## src/rtl/stn_pkg.sv

```systemverilog
// ----------------------------------------------------------------------------
// stn_pkg: shared constants and character helpers for the text normalizer
// Character codes, class tests and case conversion used by the core.
// ----------------------------------------------------------------------------
`default_nettype none

package stn_pkg;

    localparam int unsigned CHAR_W = 8;

    // Result queue depth; must be a power of two and at least 2
    localparam int unsigned RESULT_DEPTH = 4;

    typedef logic [CHAR_W-1:0] char_t;

    typedef struct packed {
        logic  last;
        char_t ch;
    } result_t;

    localparam char_t CH_NUL    = 8'h00;
    localparam char_t CH_SPACE  = 8'h20;
    localparam char_t CH_TAB    = 8'h09;
    localparam char_t CH_LF     = 8'h0A;
    localparam char_t CH_COMMA  = 8'h2C;
    localparam char_t CH_PERIOD = 8'h2E;
    localparam char_t CH_LPAREN = 8'h28;
    localparam char_t CH_RPAREN = 8'h29;
    localparam char_t CH_QUEST  = 8'h3F;
    localparam char_t CH_COLON  = 8'h3A;
    localparam char_t CH_SEMI   = 8'h3B;
    localparam char_t CH_EXCL   = 8'h21;
    localparam char_t CH_UP_A   = 8'h41;
    localparam char_t CH_UP_Z   = 8'h5A;
    localparam char_t CH_LO_A   = 8'h61;
    localparam char_t CH_LO_Z   = 8'h7A;
    localparam char_t CASE_DIFF = 8'h20;

    function automatic logic is_ws(input char_t c);
        logic r;
        case (c) inside
            CH_SPACE, CH_TAB, CH_LF: r = 1'b1;
            default:                 r = 1'b0;
        endcase
        return r;
    endfunction

    function automatic logic is_punct(input char_t c);
        logic r;
        case (c) inside
            CH_COMMA, CH_PERIOD, CH_LPAREN, CH_RPAREN,
            CH_QUEST, CH_COLON, CH_SEMI, CH_EXCL: r = 1'b1;
            default:                              r = 1'b0;
        endcase
        return r;
    endfunction

    function automatic logic is_sentence_end(input char_t c);
        logic r;
        case (c) inside
            CH_PERIOD, CH_QUEST, CH_EXCL: r = 1'b1;
            default:                      r = 1'b0;
        endcase
        return r;
    endfunction

    function automatic char_t to_upper(input char_t c);
        char_t r;
        case (c) inside
            [CH_LO_A:CH_LO_Z]: r = c - CASE_DIFF;
            default:           r = c;
        endcase
        return r;
    endfunction

    function automatic char_t to_lower(input char_t c);
        char_t r;
        case (c) inside
            [CH_UP_A:CH_UP_Z]: r = c + CASE_DIFF;
            default:           r = c;
        endcase
        return r;
    endfunction

endpackage

`default_nettype wire

```

## src/rtl/sentence_text_normalizer_core.sv

```systemverilog
// ----------------------------------------------------------------------------
// sentence_text_normalizer_core: streaming sentence text normalizer
// Trims and collapses whitespace, drops whitespace before punctuation and
// the string end, fixes letter case per sentence, closes each string with
// a terminator marked last.
// ----------------------------------------------------------------------------
// Path: the input register captures each item, then one processing step writes its
//   results into the result queue, which drives the output.
// Throughput: one item per cycle while the queue has room; the output drains one
//   result per cycle, so an item with two results needs two output transfers.
//   The input stalls while the 4-entry result queue holds more than two results.
// Reset: rst_n clears the string state, the input valid flag and the queue.
// ----------------------------------------------------------------------------
`default_nettype none

module sentence_text_normalizer_core (
    input  wire logic                       clk,
    input  wire logic                       rst_n,
    input  wire logic                       in_valid,
    output logic                            in_ready,
    input  wire logic [stn_pkg::CHAR_W-1:0] in_char,
    input  wire logic                       end_of_text,
    output logic                            out_valid,
    input  wire logic                       out_ready,
    output logic      [stn_pkg::CHAR_W-1:0] out_char,
    output logic                            last
);

    localparam int unsigned DEPTH = stn_pkg::RESULT_DEPTH;
    localparam int unsigned PTR_W = $clog2(DEPTH);
    localparam int unsigned CNT_W = $clog2(DEPTH + 1);

    // Input register
    logic           in_valid_reg;
    stn_pkg::char_t in_char_reg;
    logic           in_eot_reg;

    // String state
    logic           started_reg,  started_next;
    stn_pkg::char_t pending_reg,  pending_next;
    stn_pkg::char_t prev_reg,     prev_next;

    // Result queue
    stn_pkg::result_t   fifo_mem [DEPTH];
    logic [PTR_W-1:0]   wr_ptr_reg, rd_ptr_reg;
    logic [CNT_W-1:0]   count_reg,  count_next;

    logic             advance;
    logic             pop;
    logic [1:0]       push_n;
    stn_pkg::result_t res0, res1;
    logic             emit_sp;
    logic             upper;
    stn_pkg::char_t   cased;

    // Advance only when the queue can take two results
    assign advance  = in_valid_reg && (count_reg <= CNT_W'(DEPTH - 2));
    assign in_ready = !in_valid_reg || advance;
    assign pop      = out_valid && out_ready;

    always_comb
    begin
        started_next = started_reg;
        pending_next = pending_reg;
        prev_next    = prev_reg;
        push_n       = 2'd0;
        res0         = '{last: 1'b0, ch: stn_pkg::CH_NUL};
        res1         = '{last: 1'b0, ch: stn_pkg::CH_NUL};
        emit_sp      = (pending_reg != stn_pkg::CH_NUL) && !stn_pkg::is_punct(in_char_reg);
        // Held whitespace is never a sentence end, so only prev matters
        upper        = !started_reg || (!emit_sp && stn_pkg::is_sentence_end(prev_reg));
        cased        = upper ? stn_pkg::to_upper(in_char_reg)
                             : stn_pkg::to_lower(in_char_reg);
        if (advance)
        begin
            if (in_eot_reg)
            begin
                res0         = '{last: 1'b1, ch: stn_pkg::CH_NUL};
                push_n       = 2'd1;
                started_next = 1'b0;
                pending_next = stn_pkg::CH_NUL;
                prev_next    = stn_pkg::CH_NUL;
            end
            else if (in_char_reg == stn_pkg::CH_NUL)
            begin
                push_n = 2'd0;
            end
            else if (stn_pkg::is_ws(in_char_reg))
            begin
                // Hold only the first whitespace of a run, tab as space
                if (started_reg && (pending_reg == stn_pkg::CH_NUL))
                begin
                    pending_next = (in_char_reg == stn_pkg::CH_TAB) ? stn_pkg::CH_SPACE
                                                                    : in_char_reg;
                end
            end
            else
            begin
                if (emit_sp)
                begin
                    res0   = '{last: 1'b0, ch: pending_reg};
                    res1   = '{last: 1'b0, ch: cased};
                    push_n = 2'd2;
                end
                else
                begin
                    res0   = '{last: 1'b0, ch: cased};
                    push_n = 2'd1;
                end
                pending_next = stn_pkg::CH_NUL;
                started_next = 1'b1;
                prev_next    = cased;
            end
        end
    end

    assign count_next = count_reg + CNT_W'(push_n) - CNT_W'(pop);

    always_ff @(posedge clk or negedge rst_n)
    begin
        if (!rst_n)
        begin
            in_valid_reg <= 1'b0;
            started_reg  <= 1'b0;
            pending_reg  <= stn_pkg::CH_NUL;
            prev_reg     <= stn_pkg::CH_NUL;
            wr_ptr_reg   <= '0;
            rd_ptr_reg   <= '0;
            count_reg    <= '0;
        end
        else
        begin
            if (in_ready)
            begin
                in_valid_reg <= in_valid;
            end
            started_reg <= started_next;
            pending_reg <= pending_next;
            prev_reg    <= prev_next;
            wr_ptr_reg  <= wr_ptr_reg + PTR_W'(push_n);
            if (pop)
            begin
                rd_ptr_reg <= rd_ptr_reg + 1'b1;
            end
            count_reg <= count_next;
        end
    end

    // Payload registers: no reset
    always_ff @(posedge clk)
    begin
        if (in_valid && in_ready)
        begin
            in_char_reg <= in_char;
            in_eot_reg  <= end_of_text;
        end
        if (push_n != 2'd0)
        begin
            fifo_mem[wr_ptr_reg] <= res0;
        end
        if (push_n == 2'd2)
        begin
            fifo_mem[wr_ptr_reg + 1'b1] <= res1;
        end
    end

    assign out_valid = (count_reg != '0);
    assign out_char  = fifo_mem[rd_ptr_reg].ch;
    assign last      = fifo_mem[rd_ptr_reg].last;

    // ------------------------------------------------------------------------
    // Assertions
    // ------------------------------------------------------------------------
    a_count_bound: assert property (@(posedge clk) disable iff (!rst_n)
        count_reg <= CNT_W'(DEPTH))
        else $error("result queue count exceeds depth");

    a_push_room: assert property (@(posedge clk) disable iff (!rst_n)
        (push_n != 2'd0) |-> (count_reg <= CNT_W'(DEPTH) - CNT_W'(push_n)))
        else $error("result queue overflow on push");

    a_pending_needs_start: assert property (@(posedge clk) disable iff (!rst_n)
        (pending_reg != stn_pkg::CH_NUL) |-> started_reg)
        else $error("whitespace held before text started");

    a_eot_clears: assert property (@(posedge clk) disable iff (!rst_n)
        (advance && in_eot_reg) |=> (!started_reg && (pending_reg == stn_pkg::CH_NUL)))
        else $error("string state not cleared after terminator");

    a_ptr_count: assert property (@(posedge clk) disable iff (!rst_n)
        (count_reg != CNT_W'(DEPTH)) |->
            (CNT_W'(PTR_W'(wr_ptr_reg - rd_ptr_reg)) == count_reg))
        else $error("queue pointers disagree with count");

endmodule

`default_nettype wire

```

## config.mk

```make
export PLATFORM = sky130hd
export DESIGN_NAME = sentence_text_normalizer_core
export DESIGN_NICKNAME = d
export VERILOG_FILES = /design/src/rtl/stn_pkg.sv /design/src/rtl/sentence_text_normalizer_core.sv
export SDC_FILE = /design/constraint.sdc
export NUM_CORES = 1
export LEC_CHECK = 0
export ABC_AREA = 1
export BUFFER_PORTS_ARGS = -buffer_cell sky130_fd_sc_hd__buf_2
export CAP_MARGIN = 20
export CORE_MARGIN = 3
export CORE_UTILIZATION = 35
export DETAILED_ROUTE_END_ITERATION = 10
export GPL_ROUTABILITY_DRIVEN = 0
export PLACE_DENSITY = 0.63
export SYNTH_ARGS = -nofsm -noshare
export SYNTH_HDL_FRONTEND = slang
export SYNTH_SLANG_ARGS = --single-unit
```

## constraint.sdc

```tcl
create_clock -name clk -period 2.7 [get_ports clk]
set_input_delay 0.54 -clock clk [delete_from_list [all_inputs] [get_ports clk]]
set_output_delay 0.54 -clock clk [all_outputs]
set_load 0.005 [all_outputs]
```

## After elaboration in Yosys (flattened, before gate mapping)

Memory sizes are Yosys's and may differ from the RTL's.
Index checks and enable logic that the tools add are counted.

- Bits in registers: 34
- Bits in latches: 0
- Bits in writable memories: 36
- Memory bits (read-only): 0
- Input bits: 13
- Output and inout bits: 11
- Logic and storage cells: 103
- Memories kept: 1

Memory list:

| name | words | bits a word | read ports | clocked after memory_dff | wr ports | line | source |
|---|---|---|---|---|---|---|---|
| fifo_mem | 4 | 9 | 1 | 0 | 2 | sentence_text_normalizer_core.sv:44 | `stn_pkg::result_t fifo_mem [DEPTH];` |

- $add $sub $neg: 7
- $mul: 0
- Div/mod/pow operators: 0
- $lt $le $gt $ge: 5
- Equality and inequality tests: 18
- Shift operators: 0
- Mux-type cells: 39
- Bitwise gates (word level): 0
- Reduce and logical (&&, ||, !) cells: 24

Operator list:

| kind | count |
|---|---|
| $mux 8 | 19 |
| $eq 8x6->1 const B | 12 |
| $mux 9 | 2 |
| $eq 8x4->1 const B | 2 |
| $ge 8x7->1 const B | 2 |
| $le 8x7->1 const B | 2 |
| $logic_not 8->1 | 2 |
| $mux 1 | 13 |
| $mux 2 | 5 |
| $add 8x6->8 const B | 1 |
| $logic_and 1x1->1 | 8 |
| $reduce_bool 8->1 | 1 |
| $reduce_or 8->1 | 1 |
| $sub 8x6->8 const B | 1 |
| $reduce_and 3->1 | 2 |
| $reduce_or 3->1 | 2 |
| $add 2x1->2 const B | 2 |
| $logic_not 1->1 | 4 |
| $ne 2x2->1 const B | 2 |
| $add 3x2->3 | 1 |
| $le 3x2->1 const B | 1 |
| $ne 3x2->1 const B | 1 |
| $reduce_bool 3->1 | 1 |
| $sub 3x1->3 | 1 |
| other kinds (4) | 5 |

## Depth between registers and ports, before layout

Gate-level depths: netlist of the first run.

- Depth after elaboration: 14
- Depth in mapped cells: 19
- Gate-level depth less buffers: 18

## Worst setup path before layout of the first run

No wires, ideal clock.

- Path type: reg-to-reg
- Start point: reg in_char_reg[6]
- End point: reg count_reg[2]
- Library setup time: 0.129 ns
- Arrival: 2.625 ns
- Required time: 2.571 ns
- Path slack: -0.054 ns
- Stages on the path, launching flop included: 19
- Period minus slack after synthesis: 2.754 ns
- Cells stage by stage: edfxtp_1 -> inv_2 -> nand2_2 -> nor2_1 -> nand2_1 -> nand2_1 -> nor2_2 -> nand2_2 -> nand2_2 -> or2_1 -> nand2_1 -> inv_1 -> ha_1 -> inv_1 -> ha_1 -> inv_1 -> fa_1 -> xnor2_1 -> xor2_1

- Word-level cells in the longest chain between the ends: 12
- Elaborated cells between the ends (all ways): 28

RTL lines:

| element | line | source |
|---|---|---|
| start: declaration | sentence_text_normalizer_core.sv:35 | `stn_pkg::char_t in_char_reg;` |
| start signal: assignment | sentence_text_normalizer_core.sv:154 | `in_char_reg <= in_char;` |
| $eq 8x6->1 (tied with other cells) | sentence_text_normalizer_core.sv:88 | `else if (stn_pkg::is_ws(in_char_reg))` |
| $reduce_or 3->1 or $reduce_or 8->1 (tied branches) | stn_pkg.sv:41, stn_pkg.sv:50 |  |
| $mux 1, on equally long branches | stn_pkg.sv:41, stn_pkg.sv:50 |  |
| $mux 1 or $logic_not 1->1 (tied branches) | sentence_text_normalizer_core.sv:84, sentence_text_normalizer_core.sv:69 |  |
| $mux 1 or $logic_and 1x1->1 (tied branches) | sentence_text_normalizer_core.sv:76, sentence_text_normalizer_core.sv:69 |  |
| $mux 1 or $mux 2 (tied branches) | sentence_text_normalizer_core.sv:74, sentence_text_normalizer_core.sv:99 |  |
| $mux 2 | sentence_text_normalizer_core.sv:88 |  |
| $mux 2 (*) | sentence_text_normalizer_core.sv:84 | `else if (in_char_reg == stn_pkg::CH_NUL)` |
| $mux 2 (*) | sentence_text_normalizer_core.sv:76 | `if (in_eot_reg)` |
| $mux 2 (*) | sentence_text_normalizer_core.sv:74 | `if (advance)` |
| $add 3x2->3 (*) | sentence_text_normalizer_core.sv:117 | `assign count_next = count_reg + CNT_W'(push_n) - CNT_W'(pop);` |
| $sub 3x1->3 (*) | sentence_text_normalizer_core.sv:117 |  |
| named net count_next[2] | sentence_text_normalizer_core.sv:46 | `logic [CNT_W-1:0] count_reg, count_next;` |
| end signal: assignment | sentence_text_normalizer_core.sv:145 | `count_reg <= count_next;` |
| end: declaration | sentence_text_normalizer_core.sv:46 |  |

The timed path passes the listed nets; every way through them passes the cells marked *. The select of a mux whose other input is x is not followed.
A chain may end at the register's enable or synchronous reset.

## Final worst setup path of the first run

- Start point: reg in_char_reg[0]
- End point: reg count_reg[2]

Same word-level chain as after synthesis.

==> results of run 1 <==
==> power groups by stage <==
stage,Clock [uW],Combinational [uW],Sequential [uW]
finish,944,2370,1720
global route,1000,2660,1760
CTS,963,2360,1710
detailed placement,0,2310,1740
global placement,0,2260,1730
floorplan,0,1530,1690
==> metal layers <==
layer / share of wire, % / wire length [microns] / GRT usage, %
met1: 43 / 4170 / 20.1
met2: 48 / 4640 / 27.5
met3: 6.2 / 597 / 3.32
met4: 2.2 / 210 / 5.13
met5: 0 / 0 / 0
==> worst max-delay path: cells and delay by family (launching register included) <==
family / cells / cell delay (ps)
buffers and inverters: 4 / 260
and+or+nand+nor: 9 / 820
adders and majority gates: 3 / 740
DFF: 1 / 490
xor gates and xnor gates: 2 / 290
==> final timing paths <==
check	endpoint	cells past startpoint	start	slack (ps)
max	count_reg[2]$_DFF_PN0_	18	in_char_reg[0]$_DFFE_PP_	-20
max in group asynchronous	pending_reg[2]$_DFFE_PN0P_	1	rst_n	2130
min in group clk	in_char_reg[7]$_DFFE_PP_	1	in_char[7]	360
max reg2reg	count_reg[2]$_DFF_PN0_	18	in_char_reg[0]$_DFFE_PP_	-20
min	prev_reg[2]$_DFFE_PN0P_	1	rst_n	180
min reg2reg	prev_reg[2]$_DFFE_PN0P_	2	prev_reg[2]$_DFFE_PN0P_	520
==> cell type report <==
type / count / share of cell area (%)
inverters: 53 / 4.43
clock inverters: 6 / 1.77
flip-flops and latches: 70 / 40.3
multi-input cells: 329 / 37.1
repair buffers: 69 / 9.85
clock buffers: 10 / 2.87
well taps: 140 / 3.65
==> cells by family after synthesis <==
kind of cell | after synthesis | share of synthesized area (%)
and+or+nand+nor | 227 | 26.2
AOI/OAI and AO/OA | 85 | 13.1
DFF | 70 | 49.3
adders and majority gates | 9 | 3.06
buffers and inverters | 61 | 6.53
xor gates and xnor gates | 8 | 1.78
==> timing repair <==
action | CTS | global route
gates cloned | 0 | 0
pin swaps | 2 | 1
endpoints found under the setup margin | 1 | 2
resized for setup | 4 | 4
setup buffers | 4 | 4
==> per-stage QoR <==
stage	utilization [%]	instance area, sq um
2_1_floorplan	-	3950
3_3_place_gp	41.3	4490
3_5_place_dp	41.3	4490
4_1_cts	43.7	4760
5_1_grt	44.1	4800
6_report	44.1	4800
==> cell usage after synthesis, types with 2 or more instances <==
cell	n	area share, %
o31ai_1	2	0.38
nand2_1	117	11
o22ai_1	18	2.9
inv_1	36	3.4
xnor2_1	3	0.67
a21oi_1	8	1.0
a21oi_2	2	0.45
o21ai_1	9	1.1
clkbuf_1	4	0.38
buf_2	2	0.25
nor2_1	54	5.2
nand2_4	6	1.7
nor3_1	8	1.0
dfrtp_1	25	16
ha_1	8	2.5
nor2_4	3	0.86
nor2_2	4	0.64
edfxtp_1	41	31
xor2_1	5	1.1
o21ai_0	37	4.7
o21ai_2	3	0.67
nand4_1	3	0.48
nand2_2	6	0.96
nand3_1	22	2.8
dfxtp_1	4	2.0
inv_2	12	1.1
==> results by group, run 1 <==
Run status
  – Status: complete, but fails checks
  – Failing checks: setup timing

CTS
  – Clock root buffer: clkbuf_8
  – Clock Latency Late Sink: between 300 and 400 ps
  – H-tree levels: 3
  – CTS tree: built
  – Clock slew seen by the registers of the worst setup and hold paths: about 70 ps
  – CTS Buf Count: 9
  – Hold Buf Count CTS: 0
  – Clk buf depth: 2
  – Clock sink count: 70

Timing
  – Final Max Slew Viols: 0
  – # setup viols final: 1
  – Final Hold Vio Count: 0
  – Final cycle utilization of the critical path: 101%
  – Setup TNS: -18.6 ps
  – Max-slew headroom: 61.5%
  – Actual slew at the worst max-slew pin: a little under 600 ps
  – Post-layout minimum cycle time: between 2000 and 3000 ps
  – Fmax: about 370 MHz
  – Final WS setup: -18.6 ps
  – Hold_ws: between 150 and 200 ps
  – Clock skew: ~8.7 ps
  – Unrepaired setup endpoints after global routing: true

Layout
  – Commonest non-fill, non-tap cell in the layout: nand2_1
  – Final non-filler cell total: around 680
  – Fill cells: 1050
  – Layout Nets: between 500 and 600
  – Sequential Area: ~0.0019 sq mm
  – Synthesis-to-finish area growth: 22.3%
  – Share of post-route cells with drive strength above 1: 26.1%
  – Diode count: 0
  – Area of the multi-input gates: between 0.0015 and 0.002 sq mm
  – Largest register FFs: 36
  – Most frequent cells in the layout: 115 x nand2_1, 50 x nor2_1, 45 x buf_4
  – Most flop-heavy register: fifo_mem

Synth
  – Synthesized area: ~0.0039 sq mm
  – Syn Nets: around 480
  – Async set-or-reset flop fraction in the synthesized netlist: a little over a third
  – Post-synthesis area per instance: between 8 and 9 sq um
  – Synth Instances: between 400 and 500
  – Synthesized flop and latch total: 70
  – Most used DFF post-synth: edfxtp_1
  – Seq/Total Area, Yosys: 49.3%
  – Post-synth EDFFs: between 40 and 50
  – Synth warn: 0
  – Number of distinct library cells after synthesis: 44

Power and ir drop
  – Switch Pwr: roughly 2100 uW
  – Power after layout: between 5000 and 6000 uW
  – Clock power share: about a fifth
  – P_leak: 0.00213 uW
  – Peak supply drop: around 0.46 mV
  – Comb pwr share: between 40% and 50%
  – Power Density: 1050 mW/mm^2
  – Switching share of power: 41.0%
  – Seq pwr share: 34.1%
  – P_int: just under 3000 uW

Worst setup path
  – Maximum fanout along the worst path: 5
  – Crit path capture type: register
  – Crit-path cells: inv_2, nand2_2, nor2_4, nand2_1, nand2_1, nor2_2, nand2_2, nand2_4, or2_1, nand2_1, inv_1, ha_1, inv_1, ha_1, inv_1, fa_2, xnor2_2, xor2_1
  – WS Path Type: reg2reg
  – Critical Path Max Stage Delay: 490 ps
  – Arrival @ worst endpoint: between 2000 and 3000 ps
  – Startpoint Class: register
  – WP data required: between 2000 and 3000 ps
  – Worst path slowest cell: edfxtp_1

Drt
  – Remaining DRCs: 0
  – 1st-pass router iterations: 5
  – Via count: about 3.3k
  – Routed len/inst: between 10 and 15 microns
  – Final wirelength: around 9.6 mm
  – Post-DRT Antenna Nets: 0
  – Initial DRC Count: 205
  – Drt via density: ~4.9

Placement
  – Placed Cells incl. Taps: between 600 and 700
  – Post-DP HPWL: between 7 and 8 mm
  – Pre-CTS WS: -79.8 ps
  – PortBufs: 23

Global routing
  – First-pass GRT wire length: between 15 and 20 mm
  – GRT Total Usage: ~16%
  – Vias in the first global route: between 3k and 4k
  – Total grt overflow: 0
  – Initial antenna violation count: 0
  – Largest net degree at the start of global routing: 26

Floorplan
  – DIE AREA: approximately 0.013 sq mm
  – Initial core utilization: about 36%
  – Std cell rows: 38
  – Die height: 112 microns
  – Die W: about 110 microns
  – Io pins: 24
  – Core box area: between 0.01 and 0.015 sq mm

Job
  – Maxcap violations: 0

Worst hold path
  – Worst Hold Class: in2async
No activity file was read; power rests on OpenSTA's default activity.
==> run 2: changes to the inputs <==
--- a/config.mk
+++ b/config.mk
@@ -9,10 +9,10 @@
 export BUFFER_PORTS_ARGS = -buffer_cell sky130_fd_sc_hd__buf_2
 export CAP_MARGIN = 20
 export CORE_MARGIN = 3
-export CORE_UTILIZATION = 35
+export CORE_UTILIZATION = 40
 export DETAILED_ROUTE_END_ITERATION = 10
 export GPL_ROUTABILITY_DRIVEN = 0
-export PLACE_DENSITY = 0.63
+export PLACE_DENSITY = 0.68
 export SYNTH_ARGS = -nofsm -noshare
 export SYNTH_HDL_FRONTEND = slang
 export SYNTH_SLANG_ARGS = --single-unit
==> results by group, run 2 (synthesis results as in run 1) <==
Power and ir drop
  – P_int: ~2800 uW
  – Peak supply drop: ~0.34 mV
  – P_leak: ~0.0021 uW
  – Power Density: 1010 mW/mm^2
  – Switch Pwr: ~2100 uW
  – Seq pwr share: between 30% and 40%
  – Switching share of power: between 40% and 50%
  – Comb pwr share: between 50 and 60%
  – Clock power share: about 14%

Floorplan
  – Die W: 105 microns
  – Std cell rows: 35
  – Initial core utilization: between 40% and 50%
  – Io pins: 24
  – DIE AREA: 0.0110 sq mm
  – Die height: 105 microns
  – Core box area: between 0.009 and 0.01 sq mm

Drt
  – Post-DRT Antenna Nets: 0
  – Final wirelength: between 9 and 10 mm
  – Initial DRC Count: 231
  – Routed len/inst: between 10 and 15 microns
  – Remaining DRCs: 0
  – 1st-pass router iterations: 5
  – Drt via density: approximately 5
  – Via count: between 3k and 4k

Worst setup path
  – Worst Setup SP: in_char_reg[1]$_DFFE_PP_
  – Cell family with most CP delay: simple AND/OR/NAND/NOR gates
  – Worst path slowest cell: edfxtp_1
  – Maximum fanout along the worst path: 7
  – WS Path Type: reg2reg
  – Critical Path Max Stage Delay: slightly above 500 ps
  – CP most frequent cell: inv_2
  – FF-to-FF Start: in_char_reg[1]$_DFFE_PP_
  – WP data required: between 2000 and 3000 ps
  – WP buf/inv: 4
  – Crit path capture type: register
  – Startpoint Class: register
  – Crit-path cells: inv_2, nand2_1, nor2_2, nand2_2, nand2_2, nor2_4, nand2_2, nand2_4, or2_4, nand2_4, inv_2, ha_4, inv_2, ha_4, inv_2, fa_2, xnor2_2, xor2_1
  – Arrival @ worst endpoint: ~3000 ps

Layout
  – Final instance area: 0.00484 sq mm
  – Most flop-heavy register: fifo_mem
  – Final core occ: between 50 and 60%
  – Fill cells: ~900
  – Share of post-route cells with drive strength above 1: ~29%
  – Layout Nets: ~560
  – Most frequent cells in the layout: 111 x nand2_1, 54 x buf_4, 48 x nor2_1
  – Commonest non-fill, non-tap cell in the layout: nand2_1
  – Largest register FFs: 36
  – Diode count: 0
  – Synthesis-to-finish area growth: 23.2%

CTS
  – CTS tree: built
  – Clock slew seen by the registers of the worst setup and hold paths: ~80 ps
  – Clock Latency Late Sink: around 340 ps
  – Clock sink count: 70
  – Clk buf depth: 2
  – Hold Buf Count CTS: 0
  – Clock root buffer: clkbuf_8
  – CTS Buf Count: 9
  – H-tree levels: 3

Global routing
  – Total grt overflow: 0
  – Vias in the first global route: approximately 3.3k
  – Largest net degree at the start of global routing: 26
  – First-pass GRT wire length: roughly 16 mm
  – Initial antenna violation count: 0
  – GRT Total Usage: 18.3%

Timing
  – # setup viols final: 1
  – Final Max Slew Viols: 0
  – Unrepaired setup endpoints after global routing: true
  – Clock skew: between 9 and 10 ps
  – Max-slew headroom: between 60% and 70%
  – Post-layout minimum cycle time: 2770 ps
  – Actual slew at the worst max-slew pin: ~560 ps
  – Final WS setup: -70.7 ps
  – Fmax: about 360 MHz
  – Final Hold Vio Count: 0
  – Final cycle utilization of the critical path: 103%

Run status
  – Failing checks: setup timing
  – Status: complete, but fails checks

Job
  – Maxcap violations: 0

Placement
  – Post-DP HPWL: 7.38 mm
  – PortBufs: 23
  – Placement Cell Area: approximately 0.0045 sq mm

Worst hold path
  – Worst Hold Class: in2async
==> run 2: layout make-up <==
type / count / area (sq um) / area share (%)
flip-flops and latches: 70 / 1940 / 40.0
well taps: 129 / 161 / 3.34
clock buffers: 10 / 128 / 2.64
inverters: 53 / 213 / 4.40
multi-input cells: 329 / 1850 / 38.2
clock inverters: 6 / 30.0 / 0.620
repair buffers: 77 / 520 / 10.8
==> run 2: final timing paths <==
| path | endpoint | slack [ps] | depth (start not counted) |
|---|---|---|---|
| max | count_reg[2]$_DFF_PN0_ | -70 | 18 |
| min | pending_reg[5]$_DFFE_PN0P_ | 180 | 1 |
| max reg2reg | count_reg[2]$_DFF_PN0_ | -70 | 18 |
| min reg2reg | fifo_mem[1][8]$_SDFFE_PP0P_ | 500 | 1 |
| max in group asynchronous | started_reg$_DFFE_PN0P_ | 2130 | 1 |
| min in group clk | in_char_reg[5]$_DFFE_PP_ | 370 | 1 |
==> run 2: through the flow <==
stage	setup TNS [ps]	hold slack [ps]	setup WS, ps	power (uW)	std cells
finish	-70.7	179	-70.7	4870	674
global route	-504	208	-220	5270	674
CTS	-23.8	187	-23.8	4740	665
detailed placement	-48.1	483	-48.1	3960	642
global placement	0	485	36.5	3880	642
floorplan	-16.3	244	-16.3	3230	460
==> run 2: repair_timing <==
| action | CTS | global route |
|---|---|---|
| setup buffers | 7 | 9 |
| gates resized for setup | 6 | 21 |
| endpoints found under the setup margin | 1 | 10 |
| pin swaps | 7 | 13 |
==> run 2: per-layer routing <==
metal | global-route usage (%) | routed length [microns] | up-vias
li1 | - | - | 1695
met1 | 23.5 | 4250 | 1555
met2 | 30.5 | 4710 | 129
met3 | 3.95 | 541 | 30
met4 | 6.28 | 257 | 0
met5 | 0 | 0 | -
==> run 2: power groups by stage <==
stage / Combinational, uW / Clock (uW) / Sequential [uW]
finish: 2450 / 707 / 1720
global route: 2730 / 784 / 1750
CTS: 2300 / 718 / 1710
detailed placement: 2220 / 0 / 1740
global placement: 2160 / 0 / 1720
floorplan: 1530 / 0 / 1690
==> run 3: changes to the inputs <==
--- a/config.mk
+++ b/config.mk
@@ -12,7 +12,9 @@
 export CORE_UTILIZATION = 40
 export DETAILED_ROUTE_END_ITERATION = 10
 export GPL_ROUTABILITY_DRIVEN = 0
+export HOLD_SLACK_MARGIN = 0.15
 export PLACE_DENSITY = 0.68
+export RECOVER_POWER = 50
 export SYNTH_ARGS = -nofsm -noshare
 export SYNTH_HDL_FRONTEND = slang
 export SYNTH_SLANG_ARGS = --single-unit
==> results by group, run 3 (synthesis results as in run 1) <==
Run status
  – Status: complete, but fails checks
  – Failing checks: setup timing

Layout
  – Share of post-route cells with drive strength above 1: approximately 29%
  – Most flop-heavy register: fifo_mem
  – Largest register FFs: 36
  – Commonest non-fill, non-tap cell in the layout: nand2_1
  – Synthesis-to-finish area growth: 23.0%
  – Layout Nets: about 560
  – Final instance area: around 0.0048 sq mm
  – Final non-filler cell total: slightly below 700
  – Area of the multi-input gates: between 0.0015 and 0.002 sq mm
  – Fill cells: 900
  – Most frequent cells in the layout: 111 x nand2_1, 52 x buf_4, 48 x nor2_1
  – Sequential Area: between 0.0015 and 0.002 sq mm
  – Final core occ: around 52%
  – Diode count: 0

CTS
  – Clock slew seen by the registers of the worst setup and hold paths: 80 ps
  – Clock sink count: 70
  – Clock root buffer: clkbuf_8
  – Clock Latency Late Sink: between 300 and 400 ps
  – Clk buf depth: 2
  – CTS tree: built
  – H-tree levels: 3
  – CTS Buf Count: 9

Worst setup path
  – WP data required: between 2000 and 3000 ps
  – Cell family with most CP delay: simple AND/OR/NAND/NOR gates
  – Startpoint Class: register
  – Maximum fanout along the worst path: 7
  – WP buf/inv: 4
  – Critical Path Max Stage Delay: just over 500 ps
  – CP most frequent cell: inv_2
  – Crit-path cells: inv_2, nand2_1, nor2_2, nand2_2, nand2_2, nor2_4, nand2_2, nand2_4, or2_4, nand2_4, inv_2, ha_4, inv_2, ha_4, inv_2, fa_2, xnor2_2, xor2_1
  – Worst path slowest cell: edfxtp_1
  – FF-to-FF Start: in_char_reg[1]$_DFFE_PP_
  – RR Endpoint: count_reg[2]$_DFF_PN0_
  – Reg2reg path depth: 18
  – WS Path Type: reg2reg
  – Crit path capture type: register
  – FF-to-FF setup slack: -70 ps
  – Arrival @ worst endpoint: roughly 3000 ps

Drt
  – Drt via density: a little over 5
  – Routed len/inst: 14.4 microns
  – Initial DRC Count: ~230
  – Via count: 3394
  – Final wirelength: between 9 and 10 mm
  – Remaining DRCs: 0
  – 1st-pass router iterations: 5
  – Post-DRT Antenna Nets: 0

Placement
  – Placed Cells incl. Taps: approximately 640
  – PortBufs: 23
  – Post-DP HPWL: 7.38 mm
  – Placement Cell Area: 0.00447 sq mm

Global routing
  – Vias in the first global route: 3292
  – Initial antenna violation count: 0
  – Largest net degree at the start of global routing: 26
  – Total grt overflow: 0
  – First-pass GRT wire length: ~16 mm
  – GRT Total Usage: 18.3%

Worst hold path
  – Hold_sp: in_char[5]
  – Hold path cells: 1
  – Worst Hold Class: in2reg
  – Worst Hold Endpoint: in_char_reg[5]$_DFFE_PP_

Job
  – Maxcap violations: 0

Timing
  – Actual slew at the worst max-slew pin: ~1400 ps
  – Final Hold Vio Count: 0
  – Post-layout minimum cycle time: 2770 ps
  – Final cycle utilization of the critical path: 103%
  – Max-slew headroom: around 9.7%
  – Clock skew: 9.06 ps
  – Unrepaired setup endpoints after global routing: true
  – # setup viols final: 1
  – Fmax: between 300 and 400 MHz
  – Final Max Slew Viols: 0
  – Final WS setup: -70.7 ps

Floorplan
  – Die W: 105 microns
  – Die height: 105 microns
  – Core box area: 0.00937 sq mm
  – Initial core utilization: 41.9%
  – Std cell rows: 35
  – Io pins: 24
  – DIE AREA: about 0.011 sq mm

Power and ir drop
  – P_leak: approximately 0.0021 uW
  – Power Density: about 1000 mW/mm^2
  – Peak supply drop: ~0.34 mV
## run 3: changes by cell type in the layout (fill, tap and decap cells not counted), sizes merged
cell	change
clkbuf	+3
buf	-3
## run 3: timing repair
action                                  in CTS  in global routing
endpoints found under the hold margin        0                  0
setup buffers                                7                  9
pin swaps                                    7                 13
gates resized for setup                      6                 21
hold buffers                                 0                  0
endpoints found under the setup margin       1                 10
## run 3: layout make-up
| class | instances | share of cell area [%] |
|---|---|---|
| multi-input combinational | 329 | 38.3 |
| clock inverter | 6 | 0.622 |
| sequential | 70 | 40.1 |
| clock buffer | 10 | 2.64 |
| tap | 129 | 3.34 |
| timing repair buffer | 77 | 10.6 |
| inverter | 53 | 4.40 |
## run 3: per-layer routing
layer / wire [microns] / track usage [%]
met1: 4240 / 23.5
met2: 4700 / 30.5
met3: 540 / 3.95
met4: 257 / 6.28
met5: 0 / 0
## run 3: how the worst max path moves through the flow
stage / slack, ps / endpoint / from / cells after the start
after detailed placement: -50 / count_reg[2]$_DFF_PN0_ / in_char_reg[3]$_DFFE_PP_ / 15
final: -70 / count_reg[2]$_DFF_PN0_ / in_char_reg[1]$_DFFE_PP_ / 18
after global routing: -220 / count_reg[2]$_DFF_PN0_ / in_char_reg[3]$_DFFE_PP_ / 17
after CTS: -20 / count_reg[2]$_DFF_PN0_ / in_char_reg[4]$_DFFE_PP_ / 18
after floorplan: -20 / count_reg[2]$_DFF_PN0_ / in_char_reg[6]$_DFFE_PP_ / 18
after global placement: 40 / count_reg[2]$_DFF_PN0_ / in_char_reg[3]$_DFFE_PP_ / 15
## run 3: metrics by stage
stage | hold WS [ps] | setup TNS (ps) | total power, uW | setup slack [ps]
3_5_place_dp | 483 | -48.1 | 3960 | -48.1
6_report | 367 | -70.7 | 4860 | -70.7
5_1_grt | 341 | -504 | 5260 | -220
3_3_place_gp | 485 | 0 | 3880 | 36.5
4_1_cts | 187 | -23.8 | 4740 | -23.8
2_1_floorplan | 244 | -16.3 | 3230 | -16.3
## run 3: report_power, final
group	internal [uW]	switching, uW
clock	322	385
sequential	1540	176
combinational	912	1530
total	2780	2090
